File: src/sv/brc_pkg.sv
// types, constants and helpers shared by the blit clipper modules
// depends on nothing
package brc_pkg;

  localparam int COORD_W         = 24;
  localparam int SIZE_W          = 23;
  localparam int WIDE_W          = 26;
  localparam int RATIO_FRAC_BITS = 16;
  localparam int PROD_W          = SIZE_W + RATIO_FRAC_BITS;
  localparam int DIV_STAGES      = RATIO_FRAC_BITS;
  localparam int SCALE_STAGES    = 4;
  localparam int FRONT_STAGES    = 3;
  localparam int PIPE_DEPTH      = DIV_STAGES + SCALE_STAGES;
  // edges from the one that takes an item to the one that accepts its result
  localparam int LATENCY         = FRONT_STAGES + PIPE_DEPTH + 1;

  localparam logic [1:0] CFG_CLIP_LEFT   = 2'd0;
  localparam logic [1:0] CFG_CLIP_TOP    = 2'd1;
  localparam logic [1:0] CFG_CLIP_RIGHT  = 2'd2;
  localparam logic [1:0] CFG_CLIP_BOTTOM = 2'd3;

  typedef logic signed [COORD_W-1:0] coord_t;
  typedef logic        [SIZE_W-1:0]  size_t;
  typedef logic signed [WIDE_W-1:0]  wide_t;
  typedef logic [RATIO_FRAC_BITS-1:0] ratio_t;

  typedef struct packed {
    coord_t dest_x;
    coord_t dest_y;
    size_t  dest_w;
    size_t  dest_h;
    coord_t src_x;
    coord_t src_y;
    size_t  src_w;
    size_t  src_h;
  } cmd_t;

  typedef struct packed {
    coord_t out_dest_x;
    coord_t out_dest_y;
    size_t  out_dest_w;
    size_t  out_dest_h;
    coord_t out_src_x;
    coord_t out_src_y;
    size_t  out_src_w;
    size_t  out_src_h;
    logic   visible;
  } res_t;

  typedef struct packed {
    coord_t left;
    coord_t top;
    coord_t right;
    coord_t bottom;
  } clip_t;

  // item state carried alongside the dividers and scalers
  typedef struct packed {
    logic   ovl;
    coord_t dest_x;
    coord_t dest_y;
    size_t  dest_w;
    size_t  dest_h;
    coord_t src_x;
    coord_t src_y;
    size_t  src_w;
    size_t  src_h;
  } job_t;

  typedef struct packed {
    size_t cut;
    size_t size;
  } div_op_t;

  typedef struct packed {
    div_op_t left;
    div_op_t top;
    div_op_t right;
    div_op_t bottom;
  } div_ops_t;

  function automatic wide_t sx_wide(coord_t v);
    return wide_t'({{(WIDE_W-COORD_W){v[COORD_W-1]}}, v});
  endfunction

  function automatic wide_t ux_wide(size_t v);
    return wide_t'({{(WIDE_W-SIZE_W){1'b0}}, v});
  endfunction

  function automatic coord_t sat_coord(wide_t v);
    coord_t r;
    if (v > sx_wide({1'b0, {(COORD_W-1){1'b1}}})) begin
      r = {1'b0, {(COORD_W-1){1'b1}}};
    end else if (v < sx_wide({1'b1, {(COORD_W-1){1'b0}}})) begin
      r = {1'b1, {(COORD_W-1){1'b0}}};
    end else begin
      r = v[COORD_W-1:0];
    end
    return r;
  endfunction

  function automatic size_t sat_size(wide_t v);
    size_t r;
    if (v < 0) begin
      r = '0;
    end else if (v > ux_wide('1)) begin
      r = '1;
    end else begin
      r = v[SIZE_W-1:0];
    end
    return r;
  endfunction

endpackage

File: src/sv/brc_div.sv
// pipelined restoring divider for cut ratios, one quotient bit per stage
// depends on brc_pkg
module brc_div (
  input  logic             clk_i,
  input  brc_pkg::div_op_t op_i,
  output brc_pkg::ratio_t  ratio_o
);

  localparam int N = brc_pkg::DIV_STAGES;

  brc_pkg::size_t  rem_q [N];
  brc_pkg::size_t  dvs_q [N];
  brc_pkg::ratio_t quo_q [N];

  for (genvar i = 0; i < N; i++) begin : g_stage
    brc_pkg::size_t              rem_in, dvs_in, rem_nx;
    brc_pkg::ratio_t             quo_in;
    logic [brc_pkg::SIZE_W:0]    r2;
    logic                        ge;

    if (i == 0) begin : g_first
      assign rem_in = op_i.cut;
      assign dvs_in = op_i.size;
      assign quo_in = '0;
    end else begin : g_next
      assign rem_in = rem_q[i-1];
      assign dvs_in = dvs_q[i-1];
      assign quo_in = quo_q[i-1];
    end

    // shift in one dividend bit and try to subtract the divisor
    always_comb begin
      r2     = {rem_in, 1'b0};
      ge     = (dvs_in != '0) && (r2 >= {1'b0, dvs_in});
      rem_nx = ge ? brc_pkg::size_t'(r2 - {1'b0, dvs_in}) : r2[brc_pkg::SIZE_W-1:0];
    end

    always_ff @(posedge clk_i) begin
      rem_q[i] <= rem_nx;
      dvs_q[i] <= dvs_in;
      quo_q[i] <= {quo_in[brc_pkg::RATIO_FRAC_BITS-2:0], ge};
    end
  end

  assign ratio_o = quo_q[N-1];

endmodule

File: config.mk
export PLATFORM = sky130hd
export DESIGN_NAME = brc_div
export DESIGN_NICKNAME = d
export VERILOG_FILES = /design/src/sv/brc_pkg.sv /design/src/sv/brc_div.sv
export SDC_FILE = /design/constraint.sdc
export NUM_CORES = 2
export LEC_CHECK = 0
export BUFFER_PORTS_ARGS = -buffer_cell sky130_fd_sc_hd__buf_4
export CAP_MARGIN = 20
export CORE_MARGIN = 5
export CORE_UTILIZATION = 60
export CTS_CLUSTER_DIAMETER = 30
export CTS_CLUSTER_SIZE = 24
export DETAILED_ROUTE_END_ITERATION = 10
export HOLD_SLACK_MARGIN = 0.05
export PLACE_DENSITY_LB_ADDON = 0.1
export SYNTH_ARGS = -nofsm -noshare
export SYNTH_HDL_FRONTEND = slang
export SYNTH_SLANG_ARGS = --single-unit
File: constraint.sdc
create_clock -name clk_i -period 3.25 [get_ports clk_i]
set_clock_uncertainty 0.05 [all_clocks]
set_input_delay 0.4875 -clock clk_i [delete_from_list [all_inputs] [get_ports clk_i]]
set_output_delay 0.4875 -clock clk_i [all_outputs]
set_load 0.05 [all_outputs]
# == After elaboration in Yosys (flattened, before gate mapping) ==
# Memory sizes are Yosys's and may differ from the RTL's.
# Cells that the tools add are included.
# totals
regBits,0
ramBits,992
wordCells,83
mem_count,3
# memory_table
name,words,width,rd,rd_ports_with_merged_regs,write_ports,line,text
dvs_q,16,23,15,0,16,brc_div.sv:12,brc_pkg::size_t dvs_q [N];
rem_q,16,23,15,0,16,brc_div.sv:11,brc_pkg::size_t rem_q [N];
quo_q,16,16,16,0,16,brc_div.sv:13,brc_pkg::ratio_t quo_q [N];
# classes
add_sub_neg,16
order_cmp,16
mux,16
reduce_logical,32
# op_table
cell,n
greater-or-equal comparator 24 x 23 -> 1 bit,16
2-to-1 mux 23 bit,16
nonzero test 23 bit,16
subtractor 23 bit,16
logical AND 1 bit,16

# == Longest topological paths before layout ==
# An unclocked memory read counts as a cell.
# depth
ltp_word,4
ltp_mapped,14
mapped_depth_nobuf,12

# == Worst setup path after synthesis ==
# No wires, ideal clock.
# synth_timing
path_type,input -> register
from,input op_i[0] (netlist bit)
to,memory rem_q[0][11] (netlist bit)
arrival_ns,2.875
setup_slack_ns,0.204
cell_stages,12
path_buffers,2
cell_sequence,inv_1 -> fa_1 -> a211oi_2 -> nor3_2 -> o311a_1 -> o21ai_2 -> a2111o_1 -> and2_4 -> buf_6 -> inv_2 -> buf_2 -> mux2_2
# synth_rtl
element,line,text
"start, declared",brc_div.sv:5,"input brc_pkg::div_op_t op_i,"
"end, declared",brc_div.sv:11,

==> impl_metrics.ini <==
[run_status]
outcome = complete, no violations

[route]
antenna_left = 0
avgRoutedWirePerCell_um = 18.7
vias = 31300
via_per_inst = 5.71
wl_um = 103000
drt-initial-drc-count = 2079
drt_first_pass_iters = 7
route.detailed.drc = 0

[yosys]
muxShareOfSynthArea_pct = 5.12
synth_top_family_by_area = compound AO/OA/AOI/OAI gates
synth_edf_count = 0
synth_common_cells = dfxtp_1 (826), inv_1 (447), ha_1 (367)
synthSimpleGateAreaFrac_pct = 12.7
yosysTopAreaCell = dfxtp_1
syn_area_sq_um = 39600
synth_flop_cell = dfxtp_1
synthAdderAreaFrac_pct = 12.4
synth-xor-area-share_pct = 5.95
synth-seq-cells = 826
synth.distinct_cells = 94
synthCells = 4225
synth_most_common_cell = dfxtp_1
ys_warn_count = 0
synth_nets = 4654
synth_compound_area_share_pct = 17.1
synth_seq_area_share_pct = 41.8
synth_top_area_share_pct = 41.8
ys_top_cells_by_area = dfxtp_1 (42%), ha_1 (12%), mux2_2 (4.9%)
async_flop_share_pct = 0
syn_avg_cell_area_sq_um = 9.37

[placed_design]
gp_congestion = 0.935
hpwlAfterDp_um = 79000
placed_area_sq_um = 41500
port_buffers = 62

[clock_tree]
cts_root_buffer = clkbuf_16
post-cts-setup-buffers = 0
htree_levels = 4
clk_latency_ns = 0.71
path_clk_slew_ns = 0.06
numClockSinks = 826
tritoncts = built
numCtsBuffers = 144
clk_path_buf_depth = 3

[final_layout]
syn_to_final_growth_pct = 18.8
antenna_cells = 0
final_cell_area_sq_um = 47000
fin_util_pct = 71.7
final_nets = 4924
drive_gt1_share_pct = 13.7

[timing]
final_max_slew_viol_count = 0
layout_min_cycle_time_ns = 3.09
setup_viol = 0
timing.final.crit_share_pct = 95.0
hold_violations = 0
fmax_mhz = 324
relSlewSlack_pct = 54.7
worstMarginPinSlew_ns = 0.673

[worst_setup_path]
cp-endpoint = rem_q[1][90]
worstPathRequired_ns = 3.81
worst_setup_path_start_kind = register
cp-startpoint = dvs_q[1][50]
endpoint_kind = register
critPathMaxFanout = 5
timing.rr.start = dvs_q[1][50]
cp.arrival_ns = 3.64
reg2reg_slack_ns = 0.16
reg2regPathDepth = 11
critPathKind = reg2reg
r2r_end = rem_q[1][90]

[floorplan]
rows = 94
die_h_um = 267
coreArea_sq_um = 65600
die_x_um = 267
dieArea_sq_um = 71200
start_util_pct = 60.3
ios = 63

[global_route]
overflow = 0
grt_pass1_vias = 30700
track_usage_pct = 28.3
grt_max_degree = 34
antenna_found_initial = 0
grt_first_pass_wirelength_um = 162000

[pwr]
finalPower_w = 0.0572
vdd_drop_max_mv = 0.713
power.density_nw_per_um2 = 1220
p_leak_nw = 21.7

[hold_path]
worstHoldPathType = reg2reg
min_path_cells = 0

[job]
drv_cap = 0
[critical path, stage by stage (launching register included)]
cell and delay, ns:
dfxtp_1 0.45, inv_1 0.08, ha_1 0.38, o21a_1 0.16, o21ba_2 0.12, o41ai_1 0.06
buf_4 0.15, a211oi_1 0.49, nor4bb_2 0.14, o41ai_1 0.49, xor2_1 0.12, mux2_2 0.29
[sequential cells by signal (all words and copies together), names as in the netlist]
signal and count:
dvs_q 345, rem_q 345, quo_q 136
[metrics by stage]
| step | hold slack, ns | setup slack [ns] | std cells | TNS [ns] |
|---|---|---|---|---|
| after floorplan | 0.260 | 0.204 | 4225 | 0 |
| after global placement | 0.260 | 0.174 | 5168 | 0 |
| after detailed placement | 0.262 | 0.124 | 5168 | 0 |
| after CTS | 0.254 | 0.0944 | 5480 | 0 |
| after global routing | 0.268 | -0.0133 | 5480 | -0.0133 |
| final | 0.259 | 0.164 | 5480 | 0 |
[power by group]
group          switching (W)  total [W]  internal [W]  leakage [nW]
clock                0.00546     0.0151       0.00969          2.42
combinational         0.0141     0.0260        0.0119          12.3
sequential           0.00239     0.0161        0.0137          6.96
total                 0.0220     0.0572        0.0352          21.7
[logic make-up after synthesis]
kind of cell    count (synthesis)
compound gates               1055
buf+inv                       515
flops                         826
simple gates                  997
mux                           181
fa+ha+maj                     382
xor+xnor                      269
[layout by cell type, fill, tap and decap left out, drive strengths merged, types with 9 or more instances in the layout]
cell / count
a2111oi: 12
a211o: 16
a211oi: 37
a21o: 137
a21oi: 299
a31o: 9
a31oi: 36
and2: 23
and3: 39
and4: 20
buf: 145
bufinv: 12
clkbuf: 170
clkinv: 31
clkinvlp: 13
dfxtp: 826
dlygate4sd3: 45
fa: 15
ha: 367
inv: 490
mux2: 174
nand2: 261
nand2b: 44
nand3: 73
nand3b: 9
nand4: 58
nor2: 204
nor2b: 32
nor3: 79
nor4: 93
o211ai: 25
o21a: 48
o21ai: 242
o21bai: 45
o31ai: 44
or2: 15
or3: 17
xnor2: 164
xor2: 105
[final cells by class]
type / instances / area, sq um
flip-flops and latches: 826 / 16500
repair buffers: 190 / 1580
clock buffers: 170 / 3860
inverters: 449 / 1690
fillers: 4984 / 18600
well taps: 864 / 1080
multi-input cells: 2884 / 21100
clock inverters: 97 / 1150
[routing by layer]
layer,vias up,wire length (um),GRT usage (%)
li1,15600,-,-
met1,14600,42000,33.4
met2,878,51600,50.9
met3,267,4640,3.83
met4,0,4450,13.0
met5,-,0,0
[timing repair]
item,CTS,global route
endpoints found under the hold margin,45,0
hold buffers,45,0
setup endpoints to repair,0,33
gates resized for setup,0,8
[how the worst min path moves through the flow]
stage,end,from
final,quo_q[1][51],quo_q[1][34]
after global routing,quo_q[1][19],quo_q[1][2]
after CTS,rem_q[0][22],op_i[45]
after detailed placement,quo_q[0][118],quo_q[0][101]
after global placement,quo_q[1][120],quo_q[1][103]
after floorplan,quo_q[0][100],quo_q[0][83]
No activity file was read; power rests on OpenSTA's default activity.
