## src/sv/brc_pkg.sv

```systemverilog
// types, constants and helpers shared by the blit clipper modules
// depends on nothing
package brc_pkg;

  localparam int COORD_W         = 24;
  localparam int SIZE_W          = 23;
  localparam int WIDE_W          = 26;
  localparam int RATIO_FRAC_BITS = 16;
  localparam int PROD_W          = SIZE_W + RATIO_FRAC_BITS;
  localparam int DIV_STAGES      = RATIO_FRAC_BITS;
  localparam int SCALE_STAGES    = 4;
  localparam int FRONT_STAGES    = 3;
  localparam int PIPE_DEPTH      = DIV_STAGES + SCALE_STAGES;
  // edges from the one that takes an item to the one that accepts its result
  localparam int LATENCY         = FRONT_STAGES + PIPE_DEPTH + 1;

  localparam logic [1:0] CFG_CLIP_LEFT   = 2'd0;
  localparam logic [1:0] CFG_CLIP_TOP    = 2'd1;
  localparam logic [1:0] CFG_CLIP_RIGHT  = 2'd2;
  localparam logic [1:0] CFG_CLIP_BOTTOM = 2'd3;

  typedef logic signed [COORD_W-1:0] coord_t;
  typedef logic        [SIZE_W-1:0]  size_t;
  typedef logic signed [WIDE_W-1:0]  wide_t;
  typedef logic [RATIO_FRAC_BITS-1:0] ratio_t;

  typedef struct packed {
    coord_t dest_x;
    coord_t dest_y;
    size_t  dest_w;
    size_t  dest_h;
    coord_t src_x;
    coord_t src_y;
    size_t  src_w;
    size_t  src_h;
  } cmd_t;

  typedef struct packed {
    coord_t out_dest_x;
    coord_t out_dest_y;
    size_t  out_dest_w;
    size_t  out_dest_h;
    coord_t out_src_x;
    coord_t out_src_y;
    size_t  out_src_w;
    size_t  out_src_h;
    logic   visible;
  } res_t;

  typedef struct packed {
    coord_t left;
    coord_t top;
    coord_t right;
    coord_t bottom;
  } clip_t;

  // item state carried alongside the dividers and scalers
  typedef struct packed {
    logic   ovl;
    coord_t dest_x;
    coord_t dest_y;
    size_t  dest_w;
    size_t  dest_h;
    coord_t src_x;
    coord_t src_y;
    size_t  src_w;
    size_t  src_h;
  } job_t;

  typedef struct packed {
    size_t cut;
    size_t size;
  } div_op_t;

  typedef struct packed {
    div_op_t left;
    div_op_t top;
    div_op_t right;
    div_op_t bottom;
  } div_ops_t;

  function automatic wide_t sx_wide(coord_t v);
    return wide_t'({{(WIDE_W-COORD_W){v[COORD_W-1]}}, v});
  endfunction

  function automatic wide_t ux_wide(size_t v);
    return wide_t'({{(WIDE_W-SIZE_W){1'b0}}, v});
  endfunction

  function automatic coord_t sat_coord(wide_t v);
    coord_t r;
    if (v > sx_wide({1'b0, {(COORD_W-1){1'b1}}})) begin
      r = {1'b0, {(COORD_W-1){1'b1}}};
    end else if (v < sx_wide({1'b1, {(COORD_W-1){1'b0}}})) begin
      r = {1'b1, {(COORD_W-1){1'b0}}};
    end else begin
      r = v[COORD_W-1:0];
    end
    return r;
  endfunction

  function automatic size_t sat_size(wide_t v);
    size_t r;
    if (v < 0) begin
      r = '0;
    end else if (v > ux_wide('1)) begin
      r = '1;
    end else begin
      r = v[SIZE_W-1:0];
    end
    return r;
  endfunction

endpackage

```

## src/sv/brc_scale.sv

```systemverilog
// source adjustment along one axis: near cut then far cut, two multiplies
// depends on brc_pkg
module brc_scale (
  input  logic            clk_i,
  input  brc_pkg::coord_t pos_i,
  input  brc_pkg::size_t  len_i,
  input  brc_pkg::ratio_t near_i,
  input  brc_pkg::ratio_t far_i,
  output brc_pkg::coord_t pos_o,
  output brc_pkg::size_t  len_o
);

  localparam int PW = brc_pkg::PROD_W;
  localparam int FB = brc_pkg::RATIO_FRAC_BITS;

  logic [PW-1:0]   p1_prod_q, p3_prod_q;
  brc_pkg::coord_t p1_pos_q;
  brc_pkg::size_t  p1_len_q, p2_len_q, p3_len_q, len_q;
  brc_pkg::ratio_t p1_far_q, p2_far_q;
  brc_pkg::wide_t  p2_pos_q, p3_pos_q;
  brc_pkg::coord_t pos_q;
  brc_pkg::size_t  near_d, far_d;

  assign near_d = p1_prod_q[PW-1:FB];
  assign far_d  = p3_prod_q[PW-1:FB];

  // stage 1: near cut product
  always_ff @(posedge clk_i) begin
    p1_prod_q <= PW'(len_i) * PW'(near_i);
    p1_pos_q  <= pos_i;
    p1_len_q  <= len_i;
    p1_far_q  <= far_i;
  end

  // stage 2: move origin forward, shrink length
  always_ff @(posedge clk_i) begin
    p2_len_q <= p1_len_q - near_d;
    p2_pos_q <= brc_pkg::sx_wide(p1_pos_q) + brc_pkg::ux_wide(near_d);
    p2_far_q <= p1_far_q;
  end

  // stage 3: far cut product on the shrunk length
  always_ff @(posedge clk_i) begin
    p3_prod_q <= PW'(p2_len_q) * PW'(p2_far_q);
    p3_pos_q  <= p2_pos_q;
    p3_len_q  <= p2_len_q;
  end

  // stage 4: final length and saturated origin
  always_ff @(posedge clk_i) begin
    len_q <= p3_len_q - far_d;
    pos_q <= brc_pkg::sat_coord(p3_pos_q);
  end

  assign pos_o = pos_q;
  assign len_o = len_q;

endmodule

```

## config.mk

```make
export PLATFORM = sky130hd
export DESIGN_NAME = brc_scale
export DESIGN_NICKNAME = d
export VERILOG_FILES = /design/src/sv/brc_pkg.sv /design/src/sv/brc_scale.sv
export SDC_FILE = /design/constraint.sdc
export NUM_CORES = 2
export LEC_CHECK = 0
export ABC_AREA = 1
export BUFFER_PORTS_ARGS = -buffer_cell sky130_fd_sc_hd__buf_4
export CAP_MARGIN = 20
export CORE_MARGIN = 2
export CORE_UTILIZATION = 60
export CTS_BUF_LIST = sky130_fd_sc_hd__clkbuf_2 sky130_fd_sc_hd__clkbuf_4 sky130_fd_sc_hd__clkbuf_8
export DETAILED_ROUTE_END_ITERATION = 10
export PLACE_DENSITY = 0.81
export SYNTH_ARGS = -nofsm -noshare
export SYNTH_HDL_FRONTEND = slang
export SYNTH_SLANG_ARGS = --single-unit
```

## constraint.sdc

```tcl
create_clock -name clk_i -period 5.3 [get_ports clk_i]
set_input_delay 0.265 -clock clk_i [delete_from_list [all_inputs] [get_ports clk_i]]
set_output_delay 0.265 -clock clk_i [all_outputs]
set_load 0.05 [all_outputs]
```

### Word-level counts from Yosys, hierarchy flattened

Cells that the tools add are included.

* register bits after elaboration: 300
* latch bits: 0
* bits in writable memories: 0
* ROM bits: 0
* bits of input ports: 80
* output and inout bits: 47
* logic and storage cells: 20
* memories kept: 0

* add/subtract/negate cells: 3
* multiply operators: 2
* divide/modulo/power cells: 0
* magnitude comparators: 2
* eq/ne operators: 0
* shifts and indexed selects: 0
* multiplexer cells: 1
* bitwise gates (word level): 0
* reductions and logical operators: 0

Operators by type and width (count)
* $mul A23 B16 Y39: 2
* $sub A23 B23 Y23: 2
* $add A24 B24 Y25: 1
* $gt A25 B24 Y1 const B: 1
* $lt A25 B24 Y1 const B: 1
* $mux W24: 1

### Depth between registers and ports, before layout

* depth in word-level cells: 2
* mapped depth: 29
* depth with buffers taken out: 27

### Least setup slack after synthesis

Ideal clock, no wire load.

* path type: register to register
* start point: reg p2_len_q[21]
* end point: reg p3_prod_q[35]
* setup time: 112 ps
* arrival: 5243 ps
* required time: 5188 ps
* setup slack: -55 ps
* stages on the path, launching flop included: 24
* buffers on the path: 2
* cell sequence: dfxtp_1 -> clkbuf_1 -> clkbuf_1 -> nand2_1 -> fa_1 -> inv_1 -> fa_1 -> fa_1 -> inv_1 -> fa_1 -> inv_1 -> fa_1 -> inv_1 -> fa_1 -> inv_1 -> ha_1 -> a21oi_1 -> o21a_1 -> a21boi_0 -> nor2_1 -> nor2_1 -> nand2_1 -> nand2_1 -> nand2_1

* cells in the longest elaborated chain, start to end: 1

Ends and longest elaborated chain
* start, declared: RTL line brc_scale.sv:18 `brc_pkg::size_t p1_len_q, p2_len_q, p3_len_q, len_q;`
* start signal, assigned: RTL line brc_scale.sv:37 `p2_len_q <= p1_len_q - near_d;`
* $mul A23 B16 Y39: RTL line brc_scale.sv:44 `p3_prod_q <= PW'(p2_len_q) * PW'(p2_far_q);`
* end signal, assigned: RTL line brc_scale.sv:44
* end, declared: RTL line brc_scale.sv:16 `logic [PW-1:0] p1_prod_q, p3_prod_q;`

No other way between the ends.
A chain may end at the register's enable or synchronous reset.

### Worst setup path in the final report

* start point: reg p2_len_q[10]
* end point: reg p3_prod_q[22]

The elaborated chain is that of the path after synthesis.

==> results.sh <==
export IMPL_seq_area_frac_synth_pct=15.9
export IMPL_grt_use_total_pct=33.0
export IMPL_postSynth_asyncResetShare_pct=0
export IMPL_ff2ff_setup_slack_ps=-100
export IMPL_antenna_found_initial=1
export IMPL_reg2reg_to="p3_prod_q[22]$_DFF_P_"
export IMPL_violations="DRC, setup timing"
export IMPL_area_growth_pct=20.8
export IMPL_synth_largest_area_cell="fa_1"
export IMPL_io_pins=127
export IMPL_postRouteAntennaNets=0
export IMPL_final_area_sq_um=40800
export IMPL_fmax_mhz=185
export IMPL_r2r_start="p2_len_q[10]$_DFF_P_"
export IMPL_root_buffer="clkbuf_8"
export IMPL_crit_family="adder cells"
export IMPL_r2r_cells=22
export IMPL_globalRouteOverflowTotal=0
export IMPL_grt_pass1_vias=30700
export IMPL_synth_edff_count=0
export IMPL_cp_num_cells=22
export IMPL_cp_buffers_inverters=8
export IMPL_via_count=29000
export IMPL_worstSetupEndpointType="register"
export IMPL_path_cells="buf_12 > nand2_1 > fa_1 > inv_1 > fa_1 > inv_1 > fa_1 > inv_1 > fa_1 > fa_1 > inv_1 > fa_1 > inv_2 > ha_4 > nand2_4 > nor2_4 > inv_1 > nor2_1 > o21bai_1 > nand3_4 > buf_4 > xor2_1"
export IMPL_cp_start_kind="register"
export IMPL_postSynthNetCount=5241
export IMPL_crit_slowest_cell="fa_1"
export IMPL_grt_pass1_wl_microns=150000
export IMPL_grt_max_degree=25
export IMPL_port_buffers=126
export IMPL_synth_cell_types=36
export IMPL_dp_final_hpwl_microns=75800
export IMPL_cp_required_ps=5840
export IMPL_drtPass1Iterations=9
export IMPL_crit_top_cell="fa_1"
export IMPL_min_period_ps=5400
export IMPL_synth_top_flop_cell="dfxtp_1"
export IMPL_setup_viol=3
export IMPL_syn_inst=4293
export IMPL_critPathLaunch="p2_len_q[10]$_DFF_P_"
export IMPL_cts_buffer_depth=3
export IMPL_netlist_area_leader_share_pct=34.7
export IMPL_report_final_slew_viol_count=0
export IMPL_tightest_slew_ps=735
export IMPL_drc=2
export IMPL_layout_drive_gt1_share_pct=17.0
export IMPL_hp_class="in -> reg"
export IMPL_endpoint="p3_prod_q[22]$_DFF_P_"
export IMPL_path_clk_slew_ps=60
export IMPL_first_iter_violations=2112
export IMPL_synth_most_common_cell="nand2_1"
export IMPL_place_congestion=0.963
export IMPL_worstPathMaxFanout=10
export IMPL_status="complete, but fails checks"
export IMPL_yosys_warnings=0
export IMPL_critical_path_arrival_ps=5940
export IMPL_floorplan_initialDensity_pct=61.0
export IMPL_cap_violations=0
export IMPL_cts_made_buffers=47
export IMPL_die_area_sq_um=58200
export IMPL_setup_ws_ps=-96.0
export IMPL_core_sq_um=55400
export IMPL_fin_nets=5597
export IMPL_cts_tree="done"
export IMPL_min_period_over_period_pct=102
export IMPL_rows=86
export IMPL_cts_sinks=268
export IMPL_ys_ff_latch=268
export IMPL_netlist_top_cells_area="fa_1 (35%), dfxtp_1 (16%), nand2_1 (13%), inv_1 (12%), ha_1 (10%)"
export IMPL_vias_per_cell=5.33
export IMPL_slowest_delay_ps=550
export IMPL_rsz0062_at_grt="yes"
export IMPL_syn_area_sq_um=33800
export IMPL_relSlewSlack_pct=50.9
export IMPL_die_w_microns=241
export IMPL_ys_top_cells_by_count="nand2_1 (1139), inv_1 (1115), fa_1 (585)"
export IMPL_crit_type="reg -> reg"
export IMPL_clock_skew_ps=41.9
export IMPL_placed_area_sq_um=37400
export IMPL_wl_per_cell_microns=17.7
export IMPL_htreeDepth=2
export IMPL_drt_total_wl_microns=96000
export IMPL_die_y_microns=241
export IMPL_finalHoldViolCount=0
export IMPL_clkLatencyLatePin_ps=660
export IMPL_syn_area_per_cell_sq_um=7.87
layout make-up:
class                      count  area, sq um
multi-input combinational   2749        24900
fill                        4047        14600
sequential                   268         5430
inverter                    1115         4190
timing repair buffer         468         4120
tap                          748          936
clock buffer                  67          866
clock inverter                20          374
antenna                        2         5.00
per-layer routing:
layer  routed length [microns]  vias to the layer above  part of all wire (%)  GRT usage, %
met1                     35400                    14000                    37          38.7
met4                      5460                        2                   5.7          15.2
met3                      6510                      404                   6.8          4.79
met2                     48700                     1329                    51          59.8
met5                        12                        -                 0.012             0
li1                          -                    13200                     -             -
cells by family after synthesis:
logic type	Yosys count	share of synthesized area (%)
flops	268	15.9
fa+ha+maj	868	45.1
xor+xnor	86	2.23
buf+inv	1276	14.2
compound gates	337	5.57
simple gates	1458	17.0
placed cells by master (no fill, tap or decap), types with 24 or more instances in the layout:
cell,count
o21ai_0,71
buf_4,361
fa_1,569
nand2_2,45
a21oi_2,38
dlygate4sd3_1,52
ha_4,28
a21oi_1,116
xnor2_1,26
nand2_1,1087
buf_12,27
nor2_1,119
clkbuf_8,58
xor2_1,59
nor2_2,32
nor3_1,24
ha_1,251
dfxtp_1,239
inv_1,1097
nand3_1,60
registers in the layout, indices dropped and copies added (netlist names), 24 cells and up:
| name | count |
|---|---|
| p2_pos_q | 25 |
| pos_o | 24 |
| p1_pos_q | 24 |
| p3_pos_q | 25 |
how the worst min path moves through the flow:
stage | from | to | slack [ps] | depth (start not counted)
finish | len_i[3] | p1_len_q[3]$_DFF_P_ | 50 | 2
global route | len_i[8] | p1_len_q[8]$_DFF_P_ | 10 | 2
CTS | len_i[16] | p1_len_q[16]$_DFF_P_ | 5 | 2
detailed placement | p2_pos_q[10]$_DFF_P_ | p3_pos_q[10]$_DFF_P_ | 310 | 0
global placement | p2_pos_q[21]$_DFF_P_ | p3_pos_q[21]$_DFF_P_ | 310 | 0
floorplan | far_i[0] | p1_far_q[0]$_DFF_P_ | 290 | 0
worst reg2reg max path: stages, from the launching register on:
cell	delay (ps)
dfxtp_4	370
buf_12	140
nand2_1	90
fa_1	550
inv_1	60
fa_1	530
inv_1	60
fa_1	510
inv_1	50
fa_1	450
fa_1	510
inv_1	60
fa_1	530
inv_2	60
ha_4	270
nand2_4	120
nor2_4	50
inv_1	70
nor2_1	60
o21bai_1	280
nand3_4	190
buf_4	180
xor2_1	130
per-stage QoR:
step | setup TNS (ps) | worst slack (ps) | hold WS, ps | instances | util (%)
after global placement | -1730 | -159 | 310 | 5269 | 67.4
final | -174 | -96.0 | 52.1 | 5437 | 73.7
after CTS | -7.31 | -6.73 | 5.08 | 5412 | 70.9
after global routing | -2570 | -220 | 13.7 | 5435 | 73.6
after detailed placement | -4680 | -260 | 312 | 5269 | 67.4
after floorplan | 0 | 11.2 | 293 | 4293 | -
what timing repair did:
action / CTS / global route
resized for setup: 48 / 351
pin swaps: 8 / 91
hold endpoints to repair: 54 / 0
gates cloned: 0 / 4
setup buffers: 2 / 19
hold buffers: 54 / 0
setup endpoints to repair: 23 / 43
Power is not shown: default switching activity piles up to over one toggle a cycle in this logic, so the estimate is an artifact.
