**src/sv/brc_pkg.sv**
```systemverilog
// types, constants and helpers shared by the blit clipper modules
// depends on nothing
package brc_pkg;

  localparam int COORD_W         = 24;
  localparam int SIZE_W          = 23;
  localparam int WIDE_W          = 26;
  localparam int RATIO_FRAC_BITS = 16;
  localparam int PROD_W          = SIZE_W + RATIO_FRAC_BITS;
  localparam int DIV_STAGES      = RATIO_FRAC_BITS;
  localparam int SCALE_STAGES    = 4;
  localparam int FRONT_STAGES    = 3;
  localparam int PIPE_DEPTH      = DIV_STAGES + SCALE_STAGES;
  // edges from the one that takes an item to the one that accepts its result
  localparam int LATENCY         = FRONT_STAGES + PIPE_DEPTH + 1;

  localparam logic [1:0] CFG_CLIP_LEFT   = 2'd0;
  localparam logic [1:0] CFG_CLIP_TOP    = 2'd1;
  localparam logic [1:0] CFG_CLIP_RIGHT  = 2'd2;
  localparam logic [1:0] CFG_CLIP_BOTTOM = 2'd3;

  typedef logic signed [COORD_W-1:0] coord_t;
  typedef logic        [SIZE_W-1:0]  size_t;
  typedef logic signed [WIDE_W-1:0]  wide_t;
  typedef logic [RATIO_FRAC_BITS-1:0] ratio_t;

  typedef struct packed {
    coord_t dest_x;
    coord_t dest_y;
    size_t  dest_w;
    size_t  dest_h;
    coord_t src_x;
    coord_t src_y;
    size_t  src_w;
    size_t  src_h;
  } cmd_t;

  typedef struct packed {
    coord_t out_dest_x;
    coord_t out_dest_y;
    size_t  out_dest_w;
    size_t  out_dest_h;
    coord_t out_src_x;
    coord_t out_src_y;
    size_t  out_src_w;
    size_t  out_src_h;
    logic   visible;
  } res_t;

  typedef struct packed {
    coord_t left;
    coord_t top;
    coord_t right;
    coord_t bottom;
  } clip_t;

  // item state carried alongside the dividers and scalers
  typedef struct packed {
    logic   ovl;
    coord_t dest_x;
    coord_t dest_y;
    size_t  dest_w;
    size_t  dest_h;
    coord_t src_x;
    coord_t src_y;
    size_t  src_w;
    size_t  src_h;
  } job_t;

  typedef struct packed {
    size_t cut;
    size_t size;
  } div_op_t;

  typedef struct packed {
    div_op_t left;
    div_op_t top;
    div_op_t right;
    div_op_t bottom;
  } div_ops_t;

  function automatic wide_t sx_wide(coord_t v);
    return wide_t'({{(WIDE_W-COORD_W){v[COORD_W-1]}}, v});
  endfunction

  function automatic wide_t ux_wide(size_t v);
    return wide_t'({{(WIDE_W-SIZE_W){1'b0}}, v});
  endfunction

  function automatic coord_t sat_coord(wide_t v);
    coord_t r;
    if (v > sx_wide({1'b0, {(COORD_W-1){1'b1}}})) begin
      r = {1'b0, {(COORD_W-1){1'b1}}};
    end else if (v < sx_wide({1'b1, {(COORD_W-1){1'b0}}})) begin
      r = {1'b1, {(COORD_W-1){1'b0}}};
    end else begin
      r = v[COORD_W-1:0];
    end
    return r;
  endfunction

  function automatic size_t sat_size(wide_t v);
    size_t r;
    if (v < 0) begin
      r = '0;
    end else if (v > ux_wide('1)) begin
      r = '1;
    end else begin
      r = v[SIZE_W-1:0];
    end
    return r;
  endfunction

endpackage

```
**src/sv/brc_front.sv**
```systemverilog
// front end: intersection with the clip window, cut lengths and divider operands
// depends on brc_pkg
module brc_front (
  input  logic              clk_i,
  input  logic              rst_ni,
  input  logic              valid_i,
  input  brc_pkg::cmd_t     cmd_i,
  input  brc_pkg::clip_t    clip_i,
  output logic              valid_o,
  output brc_pkg::job_t     job_o,
  output brc_pkg::div_ops_t div_o
);

  logic              a_vld_q, b_vld_q, c_vld_q;
  brc_pkg::cmd_t     a_cmd_q, b_cmd_q;
  brc_pkg::wide_t    a_dx1_q, a_dy1_q, b_dx1_q, b_dy1_q;
  brc_pkg::wide_t    b_ix0_q, b_ix1_q, b_iy0_q, b_iy1_q;
  brc_pkg::wide_t    a_dx0, a_dy0, clip_l, clip_t, clip_r, clip_b;
  logic              ovl_x, ovl_y, ovl;
  brc_pkg::wide_t    cut_l, cut_t, cut_r, cut_b, size_r, size_b, dw, dh;
  brc_pkg::job_t     job_d, job_q;
  brc_pkg::div_ops_t div_d, div_q;

  // valid bits
  always_ff @(posedge clk_i or negedge rst_ni) begin
    if (!rst_ni) begin
      a_vld_q <= 1'b0;
      b_vld_q <= 1'b0;
      c_vld_q <= 1'b0;
    end else begin
      a_vld_q <= valid_i;
      b_vld_q <= a_vld_q;
      c_vld_q <= b_vld_q;
    end
  end

  // stage a: far edges of the destination
  always_ff @(posedge clk_i) begin
    a_cmd_q <= cmd_i;
    a_dx1_q <= brc_pkg::sx_wide(cmd_i.dest_x) + brc_pkg::ux_wide(cmd_i.dest_w);
    a_dy1_q <= brc_pkg::sx_wide(cmd_i.dest_y) + brc_pkg::ux_wide(cmd_i.dest_h);
  end

  assign a_dx0  = brc_pkg::sx_wide(a_cmd_q.dest_x);
  assign a_dy0  = brc_pkg::sx_wide(a_cmd_q.dest_y);
  assign clip_l = brc_pkg::sx_wide(clip_i.left);
  assign clip_t = brc_pkg::sx_wide(clip_i.top);
  assign clip_r = brc_pkg::sx_wide(clip_i.right);
  assign clip_b = brc_pkg::sx_wide(clip_i.bottom);

  // stage b: intersection rectangle
  always_ff @(posedge clk_i) begin
    b_cmd_q <= a_cmd_q;
    b_dx1_q <= a_dx1_q;
    b_dy1_q <= a_dy1_q;
    b_ix0_q <= (a_dx0 > clip_l) ? a_dx0 : clip_l;
    b_iy0_q <= (a_dy0 > clip_t) ? a_dy0 : clip_t;
    b_ix1_q <= (a_dx1_q < clip_r) ? a_dx1_q : clip_r;
    b_iy1_q <= (a_dy1_q < clip_b) ? a_dy1_q : clip_b;
  end

  // stage c: overlap test, cut lengths and clipped sizes
  always_comb begin
    ovl_x  = b_ix1_q > b_ix0_q;
    ovl_y  = b_iy1_q > b_iy0_q;
    ovl    = ovl_x && ovl_y;
    cut_l  = b_ix0_q - brc_pkg::sx_wide(b_cmd_q.dest_x);
    cut_t  = b_iy0_q - brc_pkg::sx_wide(b_cmd_q.dest_y);
    cut_r  = b_dx1_q - b_ix1_q;
    cut_b  = b_dy1_q - b_iy1_q;
    size_r = b_dx1_q - b_ix0_q;
    size_b = b_dy1_q - b_iy0_q;
    dw     = b_ix1_q - b_ix0_q;
    dh     = b_iy1_q - b_iy0_q;

    job_d.ovl    = ovl;
    job_d.dest_x = b_ix0_q[brc_pkg::COORD_W-1:0];
    job_d.dest_y = b_iy0_q[brc_pkg::COORD_W-1:0];
    job_d.dest_w = brc_pkg::sat_size(dw);
    job_d.dest_h = brc_pkg::sat_size(dh);
    job_d.src_x  = b_cmd_q.src_x;
    job_d.src_y  = b_cmd_q.src_y;
    job_d.src_w  = b_cmd_q.src_w;
    job_d.src_h  = b_cmd_q.src_h;

    // with no overlap every cut is zero so the dividers see nothing to do
    div_d.left.cut    = ovl ? cut_l[brc_pkg::SIZE_W-1:0] : '0;
    div_d.left.size   = b_cmd_q.dest_w;
    div_d.top.cut     = ovl ? cut_t[brc_pkg::SIZE_W-1:0] : '0;
    div_d.top.size    = b_cmd_q.dest_h;
    div_d.right.cut   = ovl ? cut_r[brc_pkg::SIZE_W-1:0] : '0;
    div_d.right.size  = size_r[brc_pkg::SIZE_W-1:0];
    div_d.bottom.cut  = ovl ? cut_b[brc_pkg::SIZE_W-1:0] : '0;
    div_d.bottom.size = size_b[brc_pkg::SIZE_W-1:0];
  end

  always_ff @(posedge clk_i) begin
    job_q <= job_d;
    div_q <= div_d;
  end

  assign valid_o = c_vld_q;
  assign job_o   = job_q;
  assign div_o   = div_q;

endmodule

```
**config.mk**
```make
export PLATFORM = sky130hd
export DESIGN_NAME = brc_front
export DESIGN_NICKNAME = d
export VERILOG_FILES = /design/src/sv/brc_pkg.sv /design/src/sv/brc_front.sv
export SDC_FILE = /design/constraint.sdc
export NUM_CORES = 1
export LEC_CHECK = 0
export BUFFER_PORTS_ARGS = -buffer_cell sky130_fd_sc_hd__buf_2
export CAP_MARGIN = 0
export CORE_MARGIN = 2
export CORE_UTILIZATION = 51
export CTS_CLUSTER_DIAMETER = 30
export DETAILED_ROUTE_END_ITERATION = 16
export PLACE_DENSITY_LB_ADDON = 0.2
export SYNTH_ARGS = -nofsm -noshare
export SYNTH_HDL_FRONTEND = slang
export SYNTH_SLANG_ARGS = --single-unit
export TNS_END_PERCENT = 50
```
**constraint.sdc**
```tcl
create_clock -name clk_i -period 5.4 [get_ports clk_i]
set_input_delay 0.54 -clock clk_i [delete_from_list [all_inputs] [get_ports clk_i]]
set_output_delay 0.54 -clock clk_i [all_outputs]
set_load 0.005 [all_outputs]
```
Yosys cells after proc, flatten, opt, wreduce, memory -nomap -nowiden
Index checks and enable logic that the tools add are counted.
{"block": "op_classes", "n_addsub": 10, "n_lt_le_gt_ge": 10, "mux": 6, "reduce_logical": 1}
{"op": "23-bit subtractor", "count": 6}
{"op": "26-bit 2-to-1 mux", "count": 4}
{"op": "26-bit by 24-bit greater-than comparator with 1-bit output (second input constant)", "count": 2}
{"op": "26-bit greater-than comparator", "count": 2}
{"op": "26-bit by 1-bit less-than comparator with 1-bit output (second input constant)", "count": 2}
{"op": "26-bit subtractor", "count": 2}
{"op": "24-bit by 24-bit adder with 25-bit output", "count": 2}
{"op": "25-bit by 24-bit less-than comparator with 1-bit output", "count": 2}
{"op": "24-bit greater-than comparator", "count": 2}
{"op": "23-bit 2-to-1 mux", "count": 2}
{"op": "1-bit logical AND", "count": 1}
{"block": "word_totals", "ff_bits": 950, "inputBits": 287, "out_inout_bits": 374}

Logic depth before layout (Yosys ltp)
{"block": "logic_depth", "depth_word": 3, "mapped_depth": 14, "ltp_nobuf": 12}

Least setup slack after synthesis
OpenSTA, ideal clock, no wires.
{"block": "synth_timing", "kind": "input port to flip-flop", "from": "in clip_i[49] (netlist bit)", "to": "reg b_iy0_q[10]", "setup_time_ns": 0.121, "arrival_time_ns": 3.001, "setup_slack_ns": 2.278, "cell_stages": 12, "path_cell_list": "inv_1 -> ha_1 -> nor2b_1 -> o21a_1 -> o21a_1 -> o21ai_0 -> a21oi_1 -> o31a_1 -> o22ai_1 -> mux2i_1 -> clkbuf_1 -> mux2_2"}
{"block": "synth_via", "elab_chain_len": 2}
{"item": "start, declared", "line_no": "brc_front.sv:8", "source": "input brc_pkg::clip_t clip_i,"}
{"item": "24-bit greater-than comparator", "line_no": "brc_front.sv:57", "source": "b_iy0_q <= (a_dy0 > clip_t) ? a_dy0 : clip_t;"}
{"item": "26-bit 2-to-1 mux", "line_no": "brc_front.sv:57"}
{"item": "end signal, assigned", "line_no": "brc_front.sv:57"}
{"item": "end, declared", "line_no": "brc_front.sv:17", "source": "brc_pkg::wide_t b_ix0_q, b_ix1_q, b_iy0_q, b_iy1_q;"}
Every way passes these cells.
A chain may end at the register's enable or synchronous reset.

Worst setup path after layout
{"block": "layout_timing", "from": "reg b_iy0_q[5]", "to": "reg div_q (netlist bit div_o[74])"}
{"block": "layout_via", "elab_chain_len": 2}
{"item": "26-bit greater-than comparator", "line_no": "brc_front.sv:65", "source": "ovl_y = b_iy1_q > b_iy0_q;"}
{"item": "1-bit logical AND", "line_no": "brc_front.sv:66", "source": "ovl = ovl_x && ovl_y;"}
{"item": "end signal, assigned", "line_no": "brc_front.sv:99", "source": "div_q <= div_d;"}
{"item": "end, declared", "line_no": "brc_front.sv:22", "source": "brc_pkg::div_ops_t div_d, div_q;"}
Every way passes these cells.

==> run_results.csv <==
group,metric,value,unit
placed_design,place_congestion,0.942,
logic_synthesis,syn_inst,3123,
placed_design,dpl.hpwl,70600,um
logic_synthesis,syn_area,0.0343,sq mm
clocking,cts_max_path_buffers,3,
power_and_ir_drop,ir_drop,0.327,mV
placed_design,dp_slack,1.22,ns
sta,slew_headroom,0.235,
routing,antenna_left,0,
logic_synthesis,synth_area_per_cell,11.0,sq um
logic_synthesis,synth-warning-count,0,
grt,grt_pass1_wl,143000,um
sta,maxSlewViolCount,0,
logic_synthesis,synth.ff_latch_count,944,
die,fp.dieH,263,um
min_path,hp-class,"in -> reg",
placed_design,place_area,0.0386,sq mm
sta,timing.fmax,236,MHz
routing,finalWirelength,95000,um
sta,rsz0062_at_grt,"no",
grt,grt-ovfl-total,0,
die,io_pins,661,
sta,tightest_slew,1.12,ns
worst_setup_path,cp_cell_sequence,"inv_1 -> ha_1 -> a21oi_1 -> nor3b_1 -> a211oi_2 -> o32ai_2 -> o21ba_2 -> o21ai_2 -> a41oi_1 -> or3_4 -> buf_4 -> nor3_1",
routing,vias,25800,
power_and_ir_drop,powerDensity,548,mW/mm^2
routing,drc,0,
sta,setup_slack,1.17,ns
grt,antenna_found_initial,17,
logic_synthesis,synthMuxAreaShare,0.0358,
layout,layout-drive-gt1-share,0.254,
sta,min_period_over_period,0.784,
clocking,numCtsBuffers,154,
worst_setup_path,startpoint_type,"flop",
layout,fin_nets,4730,
clocking,root_buffer,"clkbuf_16",
clocking,cts_max_level,4,
clocking,path_clk_slew,0.04,ns
routing,initialDrtViolationCount,1284,
power_and_ir_drop,leakage,22.1,nW
layout,post-route-util,0.688,
logic_synthesis,synth_cell_types,75,
die,start_util,0.513,
routing,first_pass_iters,8,
logic_synthesis,async_flop_share,0.00318,
routing,routed_via_density,5.04,
worst_setup_path,slowest_stage,"or3_4",
worst_setup_path,arrival,4.80,ns
routing,wl_per_cell,18.6,um
die,die_area,0.0693,sq mm
worst_setup_path,end_kind,"flop",
grt,globalRouteTotalUtil,0.268,
die,num_rows,95,
logic_synthesis,synth-seq-area-share,0.552,
logic_synthesis,synth_fa_ha_area_frac,0.124,
logic_synthesis,synth_xor_area_frac,0.0434,
logic_synthesis,synth_nets,3744,
die,dieWidth,263,um
sta,finalSetupViolCount,0,
layout,area_growth,34.2,%
run_status,run_status,"completed",
flow_run,cap_violations,0,
worst_setup_path,crit_fanout,48,
clocking,tritoncts,"yes",
worst_setup_path,critPathMaxStageDelay,0.72,ns
clocking,cts_resized,0,
worst_setup_path,cpLargestDelayFamily,"compound AO/OA/AOI/OAI gates",
sta,hold_ws,0.0563,ns
worst_setup_path,path_class,"reg -> reg",
worst_setup_path,required,5.96,ns
clocking,clk_latency,0.73,ns
logic_synthesis,yosys_most_used_dff,"dfxtp_1",
logic_synthesis,synth_compound_area_frac,0.125,
die,core_area,0.0668,sq mm
worst_setup_path,path_buf_inv,2,
logic_synthesis,synth_simple_gate_area_share,0.0819,
sta,setup_tns,0,ns
placed_design,port_buffers,660,
sta,fin_crit,4.23,ns
logic_synthesis,synth_edf_count,0,
sta,fin_skew,0.0397,ns
grt,grt_max_degree,49,
layout,fin_area,0.0460,sq mm
sta,hold_violations,0,
clocking,numClockSinks,944,
logic_synthesis,synth_top_family_by_area,"compound AO/OA/AOI/OAI gates",
grt,grt_pass1_vias,26500,
cell usage after synthesis (59+ instances only):
library cell / n / share of area
nand2_1: 102 / 0.011
mux2_2: 98 / 0.032
o21ai_0: 107 / 0.016
xor2_1: 67 / 0.017
a21oi_1: 204 / 0.030
dfxtp_1: 941 / 0.55
a21o_1: 96 / 0.021
inv_1: 301 / 0.033
xnor2_1: 103 / 0.026
nor2_1: 200 / 0.022
nor3_1: 59 / 0.0086
ha_1: 324 / 0.12
per-stage QoR:
| step | cells | power (mW) |
|---|---|---|
| global placement | 4636 | 15.0 |
| detailed placement | 4636 | 15.1 |
| finish | 5119 | 25.2 |
| floorplan | 3123 | 12.7 |
| CTS | 5109 | 25.3 |
| global route | 5118 | 26.4 |
power by group:
| part | leakage [nW] | switching [mW] | internal [mW] |
|---|---|---|---|
| Clock | 2.60 | 3.70 | 6.37 |
| Sequential | 7.96 | 0.536 | 8.21 |
| Combinational | 11.5 | 3.60 | 2.77 |
area by class of cell:
cell class | instances | area (sq um)
antenna | 10 | 25.0
clock inverter | 106 | 1400
timing repair buffer | 859 | 5290
multi-input combinational | 1849 | 14100
fill | 4979 | 20800
clock buffer | 177 | 4060
tap | 873 | 1090
inverter | 301 | 1130
sequential | 944 | 18900
sequential cells by signal, summed over array words and instances (netlist names), 23 cells and up:
| signal | flops |
|---|---|
| a_cmd_q | 188 |
| b_ix0_q | 24 |
| b_dx1_q | 23 |
| b_ix1_q | 25 |
| a_dx1_q | 25 |
| b_iy1_q | 25 |
| a_dy1_q | 25 |
| b_iy0_q | 24 |
| job_o | 189 |
| b_dy1_q | 23 |
| div_o | 184 |
| b_cmd_q | 186 |
worst reg2reg max path, stage by stage (launching register included):
cell      delay, ns
dfxtp_1        0.35
inv_1          0.08
ha_1           0.37
a21oi_1        0.23
nor3b_1        0.31
a211oi_2       0.15
o32ai_2        0.44
o21ba_2        0.27
o21ai_2        0.09
a41oi_1        0.54
or3_4          0.72
buf_4          0.45
nor3_1         0.12
logic make-up (layout without fill, tap and decap cells):
logic type	count (synthesis)	count (layout)
xor gates and xnor gates	170	170
muxes	110	110
other	0	10
adders and majority gates	334	334
and+or+nand+nor	581	581
buffers and inverters	330	1443
DFF	944	944
AOI/OAI and AO/OA	654	654
final timing paths:
path	start	cells after the start	to	slack (ns)
worst max register to register	b_iy0_q[5]$_DFF_P_	12	div_o[74]$_SDFF_PN0_	1.17
worst min register to register	a_cmd_q[137]$_DFF_P_	0	b_cmd_q[137]$_DFF_P_	0.32
worst max-delay path	b_iy0_q[5]$_DFF_P_	12	div_o[74]$_SDFF_PN0_	1.17
max in group asynchronous	rst_ni	2	b_vld_q$_DFF_PN0_	5.13
worst min-delay path	clip_i[80]	2	b_ix0_q[8]$_DFF_P_	0.06
min in group asynchronous	rst_ni	2	valid_o$_DFF_PN0_	0.16
layer usage:
metal | track usage | routed length [um] | up-vias
met5 | 0 | 78 | -
met4 | 0.129 | 3880 | 14
met3 | 0.0704 | 6430 | 211
met2 | 0.489 | 48500 | 820
met1 | 0.288 | 36200 | 11900
li1 | - | - | 12800
placed cells by master, fill, tap and decap left out, drive strengths merged, types with 26 or more instances in the layout:
| cell type | n |
|---|---|
| xnor2 | 103 |
| clkinv | 27 |
| nand2b | 38 |
| buf | 669 |
| ha | 324 |
| a21oi | 209 |
| nor2 | 200 |
| clkbuf | 177 |
| inv | 340 |
| xor2 | 67 |
| nand2 | 102 |
| nand3 | 36 |
| a31oi | 26 |
| mux2 | 98 |
| nor2b | 39 |
| dlygate4sd3 | 190 |
| o21a | 52 |
| nor3 | 59 |
| dfxtp | 941 |
| o21ai | 112 |
| a21o | 96 |
repair_timing:
action	in CTS	in global routing
setup buffers	0	0
hold buffers	190	0
endpoints found under the hold margin	192	0
Power figures use the tool's default switching activity.
